## config.mk

```make
export PLATFORM = sky130hd
export DESIGN_NAME = tconv_queue
export DESIGN_NICKNAME = d
export VERILOG_FILES = /design/src/hw/rtl/tconv_pkg.sv /design/src/hw/rtl/tconv_queue.sv
export VERILOG_INCLUDE_DIRS = /design/src /design/src/hw/rtl
export SDC_FILE = /design/constraint.sdc
export NUM_CORES = 1
export LEC_CHECK = 0
export BUFFER_PORTS_ARGS = -buffer_cell sky130_fd_sc_hd__buf_4
export CORE_ASPECT_RATIO = 1.5
export CORE_MARGIN = 2
export CORE_UTILIZATION = 46
export DETAILED_ROUTE_END_ITERATION = 6
export PLACE_DENSITY = 0.75
export SLEW_MARGIN = 20
export SYNTH_ARGS = -nofsm -noshare
export SYNTH_HDL_FRONTEND = slang
export SYNTH_SLANG_ARGS = --single-unit
```

## constraint.sdc

```tcl
create_clock -name clock -period 2.8 [get_ports clock]
set_clock_uncertainty 0.05 [all_clocks]
set_input_delay 0 -clock clock [delete_from_list [all_inputs] [get_ports clock]]
set_output_delay 0 -clock clock [all_outputs]
set_load 0.02 [all_outputs]
```

## src/hw/rtl/assert_macros.svh

```systemverilog
// assertion helpers for the conv layer blocks
`ifndef ASSERT_MACROS_SVH
`define ASSERT_MACROS_SVH

`ifndef SYNTHESIS

`define TCONV_ASSERT(label, clk, rst, prop, msg) \
   label: assert property (@(posedge clk) disable iff (rst) prop) else $error(msg);

`define TCONV_ASSERT_NEVER(label, clk, rst, cond, msg) \
   label: assert property (@(posedge clk) disable iff (rst) !(cond)) else $error(msg);

`else

`define TCONV_ASSERT(label, clk, rst, prop, msg)

`define TCONV_ASSERT_NEVER(label, clk, rst, cond, msg)

`endif

`endif

```

## src/hw/rtl/tconv_pkg.sv

```systemverilog
package tconv_pkg;

   localparam int KIND_W      = 2;
   localparam int CH_W        = 6;
   localparam int TAP_FIELD_W = 2;
   localparam int VALUE_W     = 16;
   localparam int CH_LIMIT    = 64;
   // weight address room for 64 x 64 channels and up to 8 taps
   localparam int WADDR_MAX_W = 15;

   localparam logic [KIND_W-1:0] KIND_WEIGHT  = 2'd0;
   localparam logic [KIND_W-1:0] KIND_BIAS    = 2'd1;
   localparam logic [KIND_W-1:0] KIND_SAMPLE  = 2'd2;
   localparam logic [KIND_W-1:0] KIND_COMPUTE = 2'd3;

   typedef enum logic [2:0] {
      CMD_WEIGHT  = 3'd0,
      CMD_BIAS    = 3'd1,
      CMD_SAMPLE  = 3'd2,
      CMD_COMPUTE = 3'd3,
      CMD_ABSENT  = 3'd4
   } cmd_type;

   typedef struct packed {
      cmd_type                cmd;
      logic [CH_W-1:0]        channel;
      logic [WADDR_MAX_W-1:0] waddr;
      logic [VALUE_W-1:0]     value;
      logic                   frame_end;
   } qentry_type;

endpackage

```

## src/hw/rtl/tconv_queue.sv

```systemverilog
`include "assert_macros.svh"

module tconv_queue (
   input  logic                  clock,
   input  logic                  reset,
   input  logic                  push,
   input  tconv_pkg::qentry_type push_entry,
   output logic                  full,
   input  logic                  pop,
   output logic                  valid,
   output tconv_pkg::qentry_type head
);

   localparam int DEPTH = 4;
   localparam int PTR_W = $clog2(DEPTH);
   localparam int CNT_W = PTR_W + 1;

   tconv_pkg::qentry_type entry_ff [DEPTH];
   logic [PTR_W-1:0] wr_ptr_ff, wr_ptr_in;
   logic [PTR_W-1:0] rd_ptr_ff, rd_ptr_in;
   logic [CNT_W-1:0] count_ff, count_in;

   assign full  = (count_ff == CNT_W'(DEPTH));
   assign valid = (count_ff != '0);
   assign head  = entry_ff[rd_ptr_ff];

   always_comb begin
      wr_ptr_in = push ? wr_ptr_ff + PTR_W'(1) : wr_ptr_ff;
      rd_ptr_in = pop ? rd_ptr_ff + PTR_W'(1) : rd_ptr_ff;
      count_in  = count_ff;
      if (push && !pop) begin
         count_in = count_ff + CNT_W'(1);
      end else if (pop && !push) begin
         count_in = count_ff - CNT_W'(1);
      end
   end

   always_ff @(posedge clock) begin
      if (push) begin
         entry_ff[wr_ptr_ff] <= push_entry;
      end
   end

   always_ff @(posedge clock) begin
      if (reset) begin
         wr_ptr_ff <= '0;
         rd_ptr_ff <= '0;
         count_ff  <= '0;
      end else begin
         wr_ptr_ff <= wr_ptr_in;
         rd_ptr_ff <= rd_ptr_in;
         count_ff  <= count_in;
      end
   end

   `TCONV_ASSERT(a_pop_not_empty, clock, reset, pop |-> (count_ff != '0), "pop from empty queue")
   `TCONV_ASSERT(a_push_not_full, clock, reset, push |-> !full, "push into full queue")
   `TCONV_ASSERT(a_count_bound, clock, reset, count_ff <= CNT_W'(DEPTH), "queue count overflow")

endmodule

```

==> metrics <==
Clock Latency Late Sink 410 ps; Static Leakage 0.00286 µW; Total GRT Usage 0.156; CP cell instances buf_4, mux4_2, buf_4; NumNets Final around 460; R2R setup slack roughly 1100 ps; Root Driver clkbuf_16; routed wire length 10.9 mm; Clock Sinks 173; Critical Path Source Type flip-flop; HPWL Detailed 6.57 mm; Netlist cell types 22; CP Max Fanout 37; Syn Nets 310; Synth area leaders edfxtp_1 (77%), mux4_2 (14%), dfxtp_1 (2.8%); initial DRC count around 110; FMAX about 440 MHz; most frequent cells in the layout edfxtp_1 (164), buf_4 (90), dlygate4sd3_1 (44); sequential cell area fraction in the yosys report 0.798; switching pwr 1380 µW; Max Slew Vio Count 0; relative slew slack 0.503; mean number of vias per cell 5.21; layout cell share with drive strength beyond 1 0.409; Clock Path Buffers 2; Die Ht 148 µm; die width ~100 µm; Setup WS pre-CTS 907 ps; Mapped Cells about 260; Yosys top cell area share 0.770; total power 5960 µW; Ports 88; TNS Setup 0 ps; H-tree depth 4; Hold Path Class input port to flip-flop; DR vias 3020; Post-Syn Area 6400 µm²; vias in the first global route roughly 3300; status finished clean; Tcrit/Tclk final 0.808; fraction of power consumed by sequential logic 0.509; Int Power 4580 µW; Avg WL per Cell ~19 µm; min Tclk post-route 2260 ps; CP endpoint kind output pin; Clock Power Share 0.368; RSZ-0062 raised after global routing no; CP max-delay cell dfxtp_4; Logic pwr share 0.123; largest net degree at the start of global routing 42; site row count 52; PD cells 722 nW/µm²; cts bufs inserted 17; Initial Utilization 0.473; worst vdd rail ir drop approximately 360 µV; worst path arrival time 2210 ps; endpoints failing hold 0; post-synth top area cell edfxtp_1; Routed Antenna Nets 0; CTS tree done; Diodes inserted 0; PortBufs 87; GRT Residual Overflow 0; Die ar. 14900 µm²; net switching fraction of the power 0.231; core footprint 13500 µm²; Yosys reg bits 173; Worst Setup Path Type flip-flop to output pin; Area Overhead vs Synth 29.0%; # Max-Cap Violations 0; cell mode on critical path buf_4; Worst Tran Pin Value 746 ps; slack of the critical path 536 ps; Mapped Avg Cell Area 24.7 µm²; final setup fails 0; yosys warns 0; gp weighted congestion 0.664; CP required 2750 ps; DRC Markers 0; Largest stage delay, worst path between 800 and 900 ps; clock transition at the registers of the reported paths around 60 ps; Detailed Routing Iterations Pass 1 4; antenna violations before repair 0; first-pass GRT wire length 16.9 mm; commonest non-fill, non-tap cell in the layout edfxtp_1
## cell usage after synthesis
library cell	number
nor3b_1	1
clkbuf_1	1
ha_1	5
buf_2	4
nor2_1	7
inv_1	4
mux4_1	1
buf_12	4
nand2_1	1
o21ai_0	1
edfxtp_1	164
xor2_1	3
a21oi_1	1
buf_6	1
and2_1	4
or3_1	2
buf_1	1
fa_1	1
dfxtp_1	9
mux4_2	40
mux2i_1	2
xnor2_1	2
## cell type report
cell class                 count  area (µm²)
multi-input combinational     71        1160
fill                         939        5280
inverter                       4        15.0
clock inverter                15         138
sequential                   173        5110
timing repair buffer         138        1200
clock buffer                  17         425
tap                          162         203
## final timing paths
path                endpoint  depth (start not counted)            from
max reg2reg  entry_ff[2][35]                          4    wr_ptr_ff[0]
max                 head[33]                          3       flip-flop
min          entry_ff[0][12]                          2  push_entry[12]
min reg2reg      count_ff[2]                          2     count_ff[2]
## power by group through the flow
stage / clock network, µW / logic [µW] / registers [µW]
floorplan: 0 / 442 / 3050
global placement: 0 / 678 / 3080
detailed placement: 0 / 690 / 3090
CTS: 2230 / 742 / 3040
global route: 2340 / 776 / 3050
finish: 2190 / 732 / 3030
## worst max-delay path: cells and delay by family, from the launching register on
kind,cells,cell delay [ps]
muxes,1,500
DFF,1,830
buffers and inverters,2,430
## flip-flops by register name, summed over array words and instances, names as in the netlist, named ones only
| register | count |
|---|---|
| count_ff | 3 |
| entry_ff | 164 |
| rd_ptr_ff | 2 |
| wr_ptr_ff | 2 |
## per-stage QoR
stage	instance area [µm²]	utilization	cells	hold WS (ps)
CTS	8250	0.610	580	260
global route	8250	0.610	580	271
detailed placement	7250	0.536	504	153
finish	8250	0.610	580	275
floorplan	6400	-	259	48.9
global placement	7250	0.536	504	148
## kinds of logic after synthesis
family | Yosys count | synth area share
AO/OA/AOI/OAI | 2 | 0.00156
buffers and inverters | 15 | 0.0209
multiplexers | 43 | 0.148
flip-flops | 173 | 0.798
adder cells (fa/ha/maj) | 6 | 0.0129
XOR/XNOR | 5 | 0.00685
AND/OR/NAND/NOR | 15 | 0.0117
## layer usage
metal	GRT usage	wire [µm]	up-vias
met5	0	0	-
met4	0.0726	246	0
met3	0.0404	431	15
met2	0.282	6170	84
met1	0.169	4100	1550
li1	-	-	1371
## repair_timing
| item | CTS | global route |
|---|---|---|
| hold endpoints to repair | 173 | 0 |
| resized for setup | 0 | 0 |
| setup buffers | 0 | 0 |
| hold buffers | 44 | 0 |
(Power assumes the default switching activity.)
