==> src/hw/rtl/assert_macros.svh <==
// assertion helpers for the conv layer blocks
`ifndef ASSERT_MACROS_SVH
`define ASSERT_MACROS_SVH

`ifndef SYNTHESIS

`define TCONV_ASSERT(label, clk, rst, prop, msg) \
   label: assert property (@(posedge clk) disable iff (rst) prop) else $error(msg);

`define TCONV_ASSERT_NEVER(label, clk, rst, cond, msg) \
   label: assert property (@(posedge clk) disable iff (rst) !(cond)) else $error(msg);

`else

`define TCONV_ASSERT(label, clk, rst, prop, msg)

`define TCONV_ASSERT_NEVER(label, clk, rst, cond, msg)

`endif

`endif

==> src/hw/rtl/tconv_pkg.sv <==
package tconv_pkg;

   localparam int KIND_W      = 2;
   localparam int CH_W        = 6;
   localparam int TAP_FIELD_W = 2;
   localparam int VALUE_W     = 16;
   localparam int CH_LIMIT    = 64;
   // weight address room for 64 x 64 channels and up to 8 taps
   localparam int WADDR_MAX_W = 15;

   localparam logic [KIND_W-1:0] KIND_WEIGHT  = 2'd0;
   localparam logic [KIND_W-1:0] KIND_BIAS    = 2'd1;
   localparam logic [KIND_W-1:0] KIND_SAMPLE  = 2'd2;
   localparam logic [KIND_W-1:0] KIND_COMPUTE = 2'd3;

   typedef enum logic [2:0] {
      CMD_WEIGHT  = 3'd0,
      CMD_BIAS    = 3'd1,
      CMD_SAMPLE  = 3'd2,
      CMD_COMPUTE = 3'd3,
      CMD_ABSENT  = 3'd4
   } cmd_type;

   typedef struct packed {
      cmd_type                cmd;
      logic [CH_W-1:0]        channel;
      logic [WADDR_MAX_W-1:0] waddr;
      logic [VALUE_W-1:0]     value;
      logic                   frame_end;
   } qentry_type;

endpackage

==> src/hw/rtl/tconv_front.sv <==
module tconv_front #(
   parameter int OUT_CHANNELS = 64,
   parameter int IN_CHANNELS  = 64,
   parameter int KERNEL_TAPS  = 3
) (
   input  logic                                  req_valid,
   output logic                                  req_stall,
   input  logic [tconv_pkg::KIND_W-1:0]          req_kind,
   input  logic [tconv_pkg::CH_W-1:0]            req_out_channel,
   input  logic [tconv_pkg::CH_W-1:0]            req_in_channel,
   input  logic [tconv_pkg::TAP_FIELD_W-1:0]     req_tap,
   input  logic [tconv_pkg::VALUE_W-1:0]         req_value,
   input  logic                                  full,
   output logic                                  push,
   output tconv_pkg::qentry_type                 push_entry
);

   localparam int CH_LIMIT = tconv_pkg::CH_LIMIT;
   localparam int EFF_OC = (OUT_CHANNELS < CH_LIMIT) ? OUT_CHANNELS : CH_LIMIT;
   localparam int EFF_IC = (IN_CHANNELS < CH_LIMIT) ? IN_CHANNELS : CH_LIMIT;
   localparam int CH_W   = tconv_pkg::CH_W;
   localparam int TAP_CW = 4;
   localparam int WA_W   = tconv_pkg::WADDR_MAX_W;
   localparam int ROW_LEN = EFF_IC * KERNEL_TAPS;
   // a frame only ends if its last channel fits the sample field
   localparam bit FRAME_CAN_END = (IN_CHANNELS <= CH_LIMIT);

   logic oc_ok, ic_ok, tap_ok, keep, accept;
   logic [CH_W-1:0] ic_sel;
   logic [tconv_pkg::TAP_FIELD_W-1:0] tap_sel;

   assign oc_ok  = ({1'b0, req_out_channel} < (CH_W+1)'(EFF_OC));
   assign ic_ok  = ({1'b0, req_in_channel} < (CH_W+1)'(EFF_IC));
   assign tap_ok = (TAP_CW'(req_tap) < TAP_CW'(KERNEL_TAPS));

   assign req_stall = full;
   assign accept    = req_valid && !full;
   assign push      = accept && keep;

   always_comb begin
      keep                 = 1'b0;
      ic_sel               = '0;
      tap_sel              = '0;
      push_entry.cmd       = tconv_pkg::CMD_WEIGHT;
      push_entry.channel   = req_out_channel;
      push_entry.value     = req_value;
      push_entry.frame_end = 1'b0;
      unique case (req_kind)
         tconv_pkg::KIND_WEIGHT: begin
            push_entry.cmd = tconv_pkg::CMD_WEIGHT;
            keep           = oc_ok && ic_ok && tap_ok;
            ic_sel         = req_in_channel;
            tap_sel        = req_tap;
         end
         tconv_pkg::KIND_BIAS: begin
            push_entry.cmd = tconv_pkg::CMD_BIAS;
            keep           = oc_ok;
         end
         tconv_pkg::KIND_SAMPLE: begin
            push_entry.cmd       = tconv_pkg::CMD_SAMPLE;
            push_entry.channel   = req_in_channel;
            keep                 = ic_ok;
            push_entry.frame_end = FRAME_CAN_END &&
                                   (req_in_channel == CH_W'(IN_CHANNELS - 1));
         end
         tconv_pkg::KIND_COMPUTE: begin
            push_entry.cmd = oc_ok ? tconv_pkg::CMD_COMPUTE : tconv_pkg::CMD_ABSENT;
            keep           = 1'b1;
         end
         default: begin
            keep = 1'b0;
         end
      endcase
      push_entry.waddr = WA_W'(req_out_channel) * WA_W'(ROW_LEN)
                       + WA_W'(ic_sel) * WA_W'(KERNEL_TAPS)
                       + WA_W'(tap_sel);
   end

endmodule

==> config.mk <==
export PLATFORM = sky130hd
export DESIGN_NAME = tconv_front
export DESIGN_NICKNAME = d
export VERILOG_FILES = /design/src/hw/rtl/assert_macros.svh /design/src/hw/rtl/tconv_pkg.sv /design/src/hw/rtl/tconv_front.sv
export SDC_FILE = /design/constraint.sdc
export NUM_CORES = 1
export LEC_CHECK = 0
export BUFFER_PORTS_ARGS = -buffer_cell sky130_fd_sc_hd__buf_2
export CELL_PAD_IN_SITES_DETAIL_PLACEMENT = 1
export CELL_PAD_IN_SITES_GLOBAL_PLACEMENT = 2
export CORE_MARGIN = 2
export CORE_UTILIZATION = 22
export DETAILED_ROUTE_END_ITERATION = 16
export PLACE_DENSITY = 0.94
export SYNTH_ARGS = -nofsm -noshare
export SYNTH_HDL_FRONTEND = slang
export SYNTH_SLANG_ARGS = --single-unit
export TNS_END_PERCENT = 100
==> constraint.sdc <==
create_clock -name vclk -period 4.7
set_clock_uncertainty 0.1 [all_clocks]
set_input_delay 0.235 -clock vclk [all_inputs]
set_output_delay 0.235 -clock vclk [all_outputs]
set_load 0.05 [all_outputs]
==> impl_results.rst <==
.. list-table::
   :header-rows: 1

   * - Metric
     - Value
   * - Sequential cell area
     - 0 um2
   * - Cell repeated most along the worst path
     - sky130_fd_sc_hd__nor2_1
   * - Initial Utilization
     - 22.67%
   * - Category of the worst setup path capture point
     - primary output
   * - Number of ports placed on the die boundary
     - a little under 80
   * - Synth top cells by count
     - 19 x sky130_fd_sc_hd__ha_1, 18 x sky130_fd_sc_hd__buf_4, 10 x sky130_fd_sc_hd__inv_1, 8 x sky130_fd_sc_hd__xor2_1
   * - Overall power consumption
     - between 0.15 and 0.2 mW
   * - Number of hold-repair buffers added at the cts stage
     - 0
   * - Summed area of non-filler cells in the final layout
     - roughly 1100 um2
   * - Gate power share
     - 100.0%
   * - Internal
     - ~0.052 mW
   * - Count of filler cells inserted in the layout
     - 533
   * - Violation count after the first detailed-route iteration
     - 18
   * - Synthesis-to-layout area growth
     - 14.27%
   * - Overall die height
     - approximately 71 um
   * - Leading post-synthesis cells by cell area
     - sky130_fd_sc_hd__ha_1 24%, sky130_fd_sc_hd__buf_4 14%, sky130_fd_sc_hd__xor2_1 7.2%
   * - Resized cells post-CTS
     - 0
   * - Worst Setup Start Kind
     - input port
   * - Total core area
     - ~4300 um2
   * - Wire length of the first global-routing pass
     - 3870 um
   * - HPWL Detailed
     - around 2100 um
   * - Placer congestion estimate
     - around 0.70
   * - Via density
     - between 4 and 5
   * - Setup bufs post-CTS
     - 0
   * - Total power per unit cell area
     - about 170 nW/um2
   * - Width of the die
     - slightly above 70 um
   * - Layout cells sized above 1
     - ~36%
   * - Classification of the worst-slack hold path
     - input port to primary output
   * - Seq_cells
     - 0
   * - Antenna fix cells
     - 0
   * - TNS Setup
     - 0 ns
   * - Mapped Nets
     - approximately 180
   * - Buffering stage count on the worst path with inverters included
     - 4
   * - Cell-by-cell trace of the critical path
     - buf_2, nor2_1, and2_1, inv_1, fa_1, inv_1, ha_1, fa_1, a211oi_1, nor2_1, a221oi_1, nor2_1, nand4b_1, xor2_1, buf_2
   * - Number of vias after detailed routing
     - between 800 and 900
   * - Unrepaired setup endpoints after global routing
     - no
   * - Largest area contributor in the netlist
     - sky130_fd_sc_hd__ha_1
   * - Share of the synthesized area in the top cell type
     - about 24%
   * - Multi-input gate area in the final layout
     - slightly below 800 um2
   * - Net load switching power
     - approximately 0.13 mW
   * - Switching share of power
     - 71.99%
   * - Wire per inst
     - 11.45 um
   * - Worst Path Arrival
     - about 3.5 ns
   * - Critical-path cell with the highest stage delay
     - sky130_fd_sc_hd__fa_1
   * - Worst-path maximum fanout
     - 7
   * - Relative contribution of the clock network to total power
     - 0%
   * - Final critical delay including setup and external delays
     - 3.853 ns
   * - Maximum frequency from static timing analysis
     - around 260 MHz
   * - Hold violation total from the final report
     - 0
   * - Leakage
     - around 0.64 nW
   * - Overall overflow remaining after global route
     - 0
   * - Detail Route Antenna Nets
     - 0
   * - Area of the die
     - 4973 um2
   * - DRC violation count after routing
     - 0
   * - Post-synthesis average cell area
     - approximately 8 um2
   * - Share of power burned in registers
     - 0%
   * - Maximum vdd drop
     - 0.00004140 V
   * - Post-placement cell area
     - roughly 1100 um2
   * - GRT Overall Usage
     - around 9%
   * - Number of antenna violations at the first check in global routing
     - 0
   * - Delay-heaviest family, CP
     - adder cells
   * - Number of standard cells after synthesis
     - ~120
   * - WP data required
     - between 4 and 5 ns
   * - Post-Synthesis Cell Area
     - around 1000 um2
   * - Final-layout clock buffer total
     - 0
   * - Status
     - completed
   * - Number of synthesis warnings
     - 0
   * - Post-route clock period utilization
     - between 80 and 90%
   * - Peak per-stage delay on the critical path
     - 0.54 ns
   * - Max-slew violations
     - 0
   * - Iteration count of the initial detailed-routing pass
     - 2
   * - Endpoints failing setup
     - 0
   * - Number of placement rows
     - 24
   * - Detailed Route WL
     - between 2000 and 2500 um
   * - Class of the most critical setup path
     - input port to primary output
   * - Via count of the first global-routing pass
     - ~880
   * - Most instantiated library cell after synthesis
     - sky130_fd_sc_hd__ha_1
   * - Sequential element share of the synthesized area
     - 0%
   * - Number of violations of the max-capacitance limit
     - 0
   * - Count of cell types in the netlist
     - 31
   * - Final Net Count
     - 204
   * - Pin count of the biggest net entering global routing
     - 10
   * - Port buffer count
     - between 40 and 50
-- layout make-up --
| type | count | share of cell area, % |
|---|---|---|
| multi-input combinational | 92 | 70.98 |
| tap | 52 | 5.849 |
| timing repair buffer | 44 | 19.80 |
| inverter | 10 | 3.375 |
-- power by group through the flow --
stage / clock network (mW) / registers (mW) / logic, mW
detailed placement: 0 / 0 / 0.189
finish: 0 / 0 / 0.186
global placement: 0 / 0 / 0.188
global route: 0 / 0 / 0.202
CTS: 0 / 0 / 0.190
floorplan: 0 / 0 / 0.185
-- layout by cell type (no fill, tap or decap), types with 2 or more instances in the layout --
cell type,n
sky130_fd_sc_hd__nor2_1,6
sky130_fd_sc_hd__xor2_1,8
sky130_fd_sc_hd__a211oi_1,3
sky130_fd_sc_hd__xnor2_1,6
sky130_fd_sc_hd__a21oi_1,4
sky130_fd_sc_hd__a21o_1,5
sky130_fd_sc_hd__mux2_2,4
sky130_fd_sc_hd__o21ai_0,4
sky130_fd_sc_hd__fa_1,3
sky130_fd_sc_hd__and2_1,6
sky130_fd_sc_hd__a21oi_2,2
sky130_fd_sc_hd__nand2_1,6
sky130_fd_sc_hd__buf_2,44
sky130_fd_sc_hd__ha_1,19
sky130_fd_sc_hd__inv_1,10
sky130_fd_sc_hd__nor3_1,2
-- path summary, 6_finish.rpt --
kind,startpoint,to,slack (ns),cells after the start
max,req_kind[1],push_entry[30],0.85,15
min,req_value[15],push_entry[16],0.37,0
-- per-layer routing --
metal | vias up | share of wire, % | global-route usage (%)
li1 | 452 | - | -
met1 | 381 | 44 | 11.76
met2 | 26 | 50 | 16.56
met3 | 0 | 6.1 | 0.8658
met4 | 0 | 0 | 0.4274
met5 | - | 0 | 0
-- metrics by stage --
stage | instances | hold slack [ns] | utilization [%] | worst slack (ns)
after global placement | 198 | 0.3703 | 25.90 | 0.8924
after detailed placement | 198 | 0.3703 | 25.90 | 0.8102
after CTS | 198 | 0.3703 | 25.90 | 0.7930
final | 198 | 0.3700 | 25.90 | 0.8469
after global routing | 198 | 0.3701 | 25.90 | 0.5161
after floorplan | 123 | 0.5371 | - | 0.9194
-- cells by family (layout without fill, tap and decap cells) --
group	after synthesis	count (layout)	share of synthesized area, %
compound gates	24	24	17.48
xor+xnor	14	14	12.60
fa+ha+maj	22	22	30.59
buf+inv	31	54	18.89
mux	4	4	4.627
other cells	1	1	0.3852
simple gates	27	27	15.43
No activity file was read; power rests on OpenSTA's default activity.
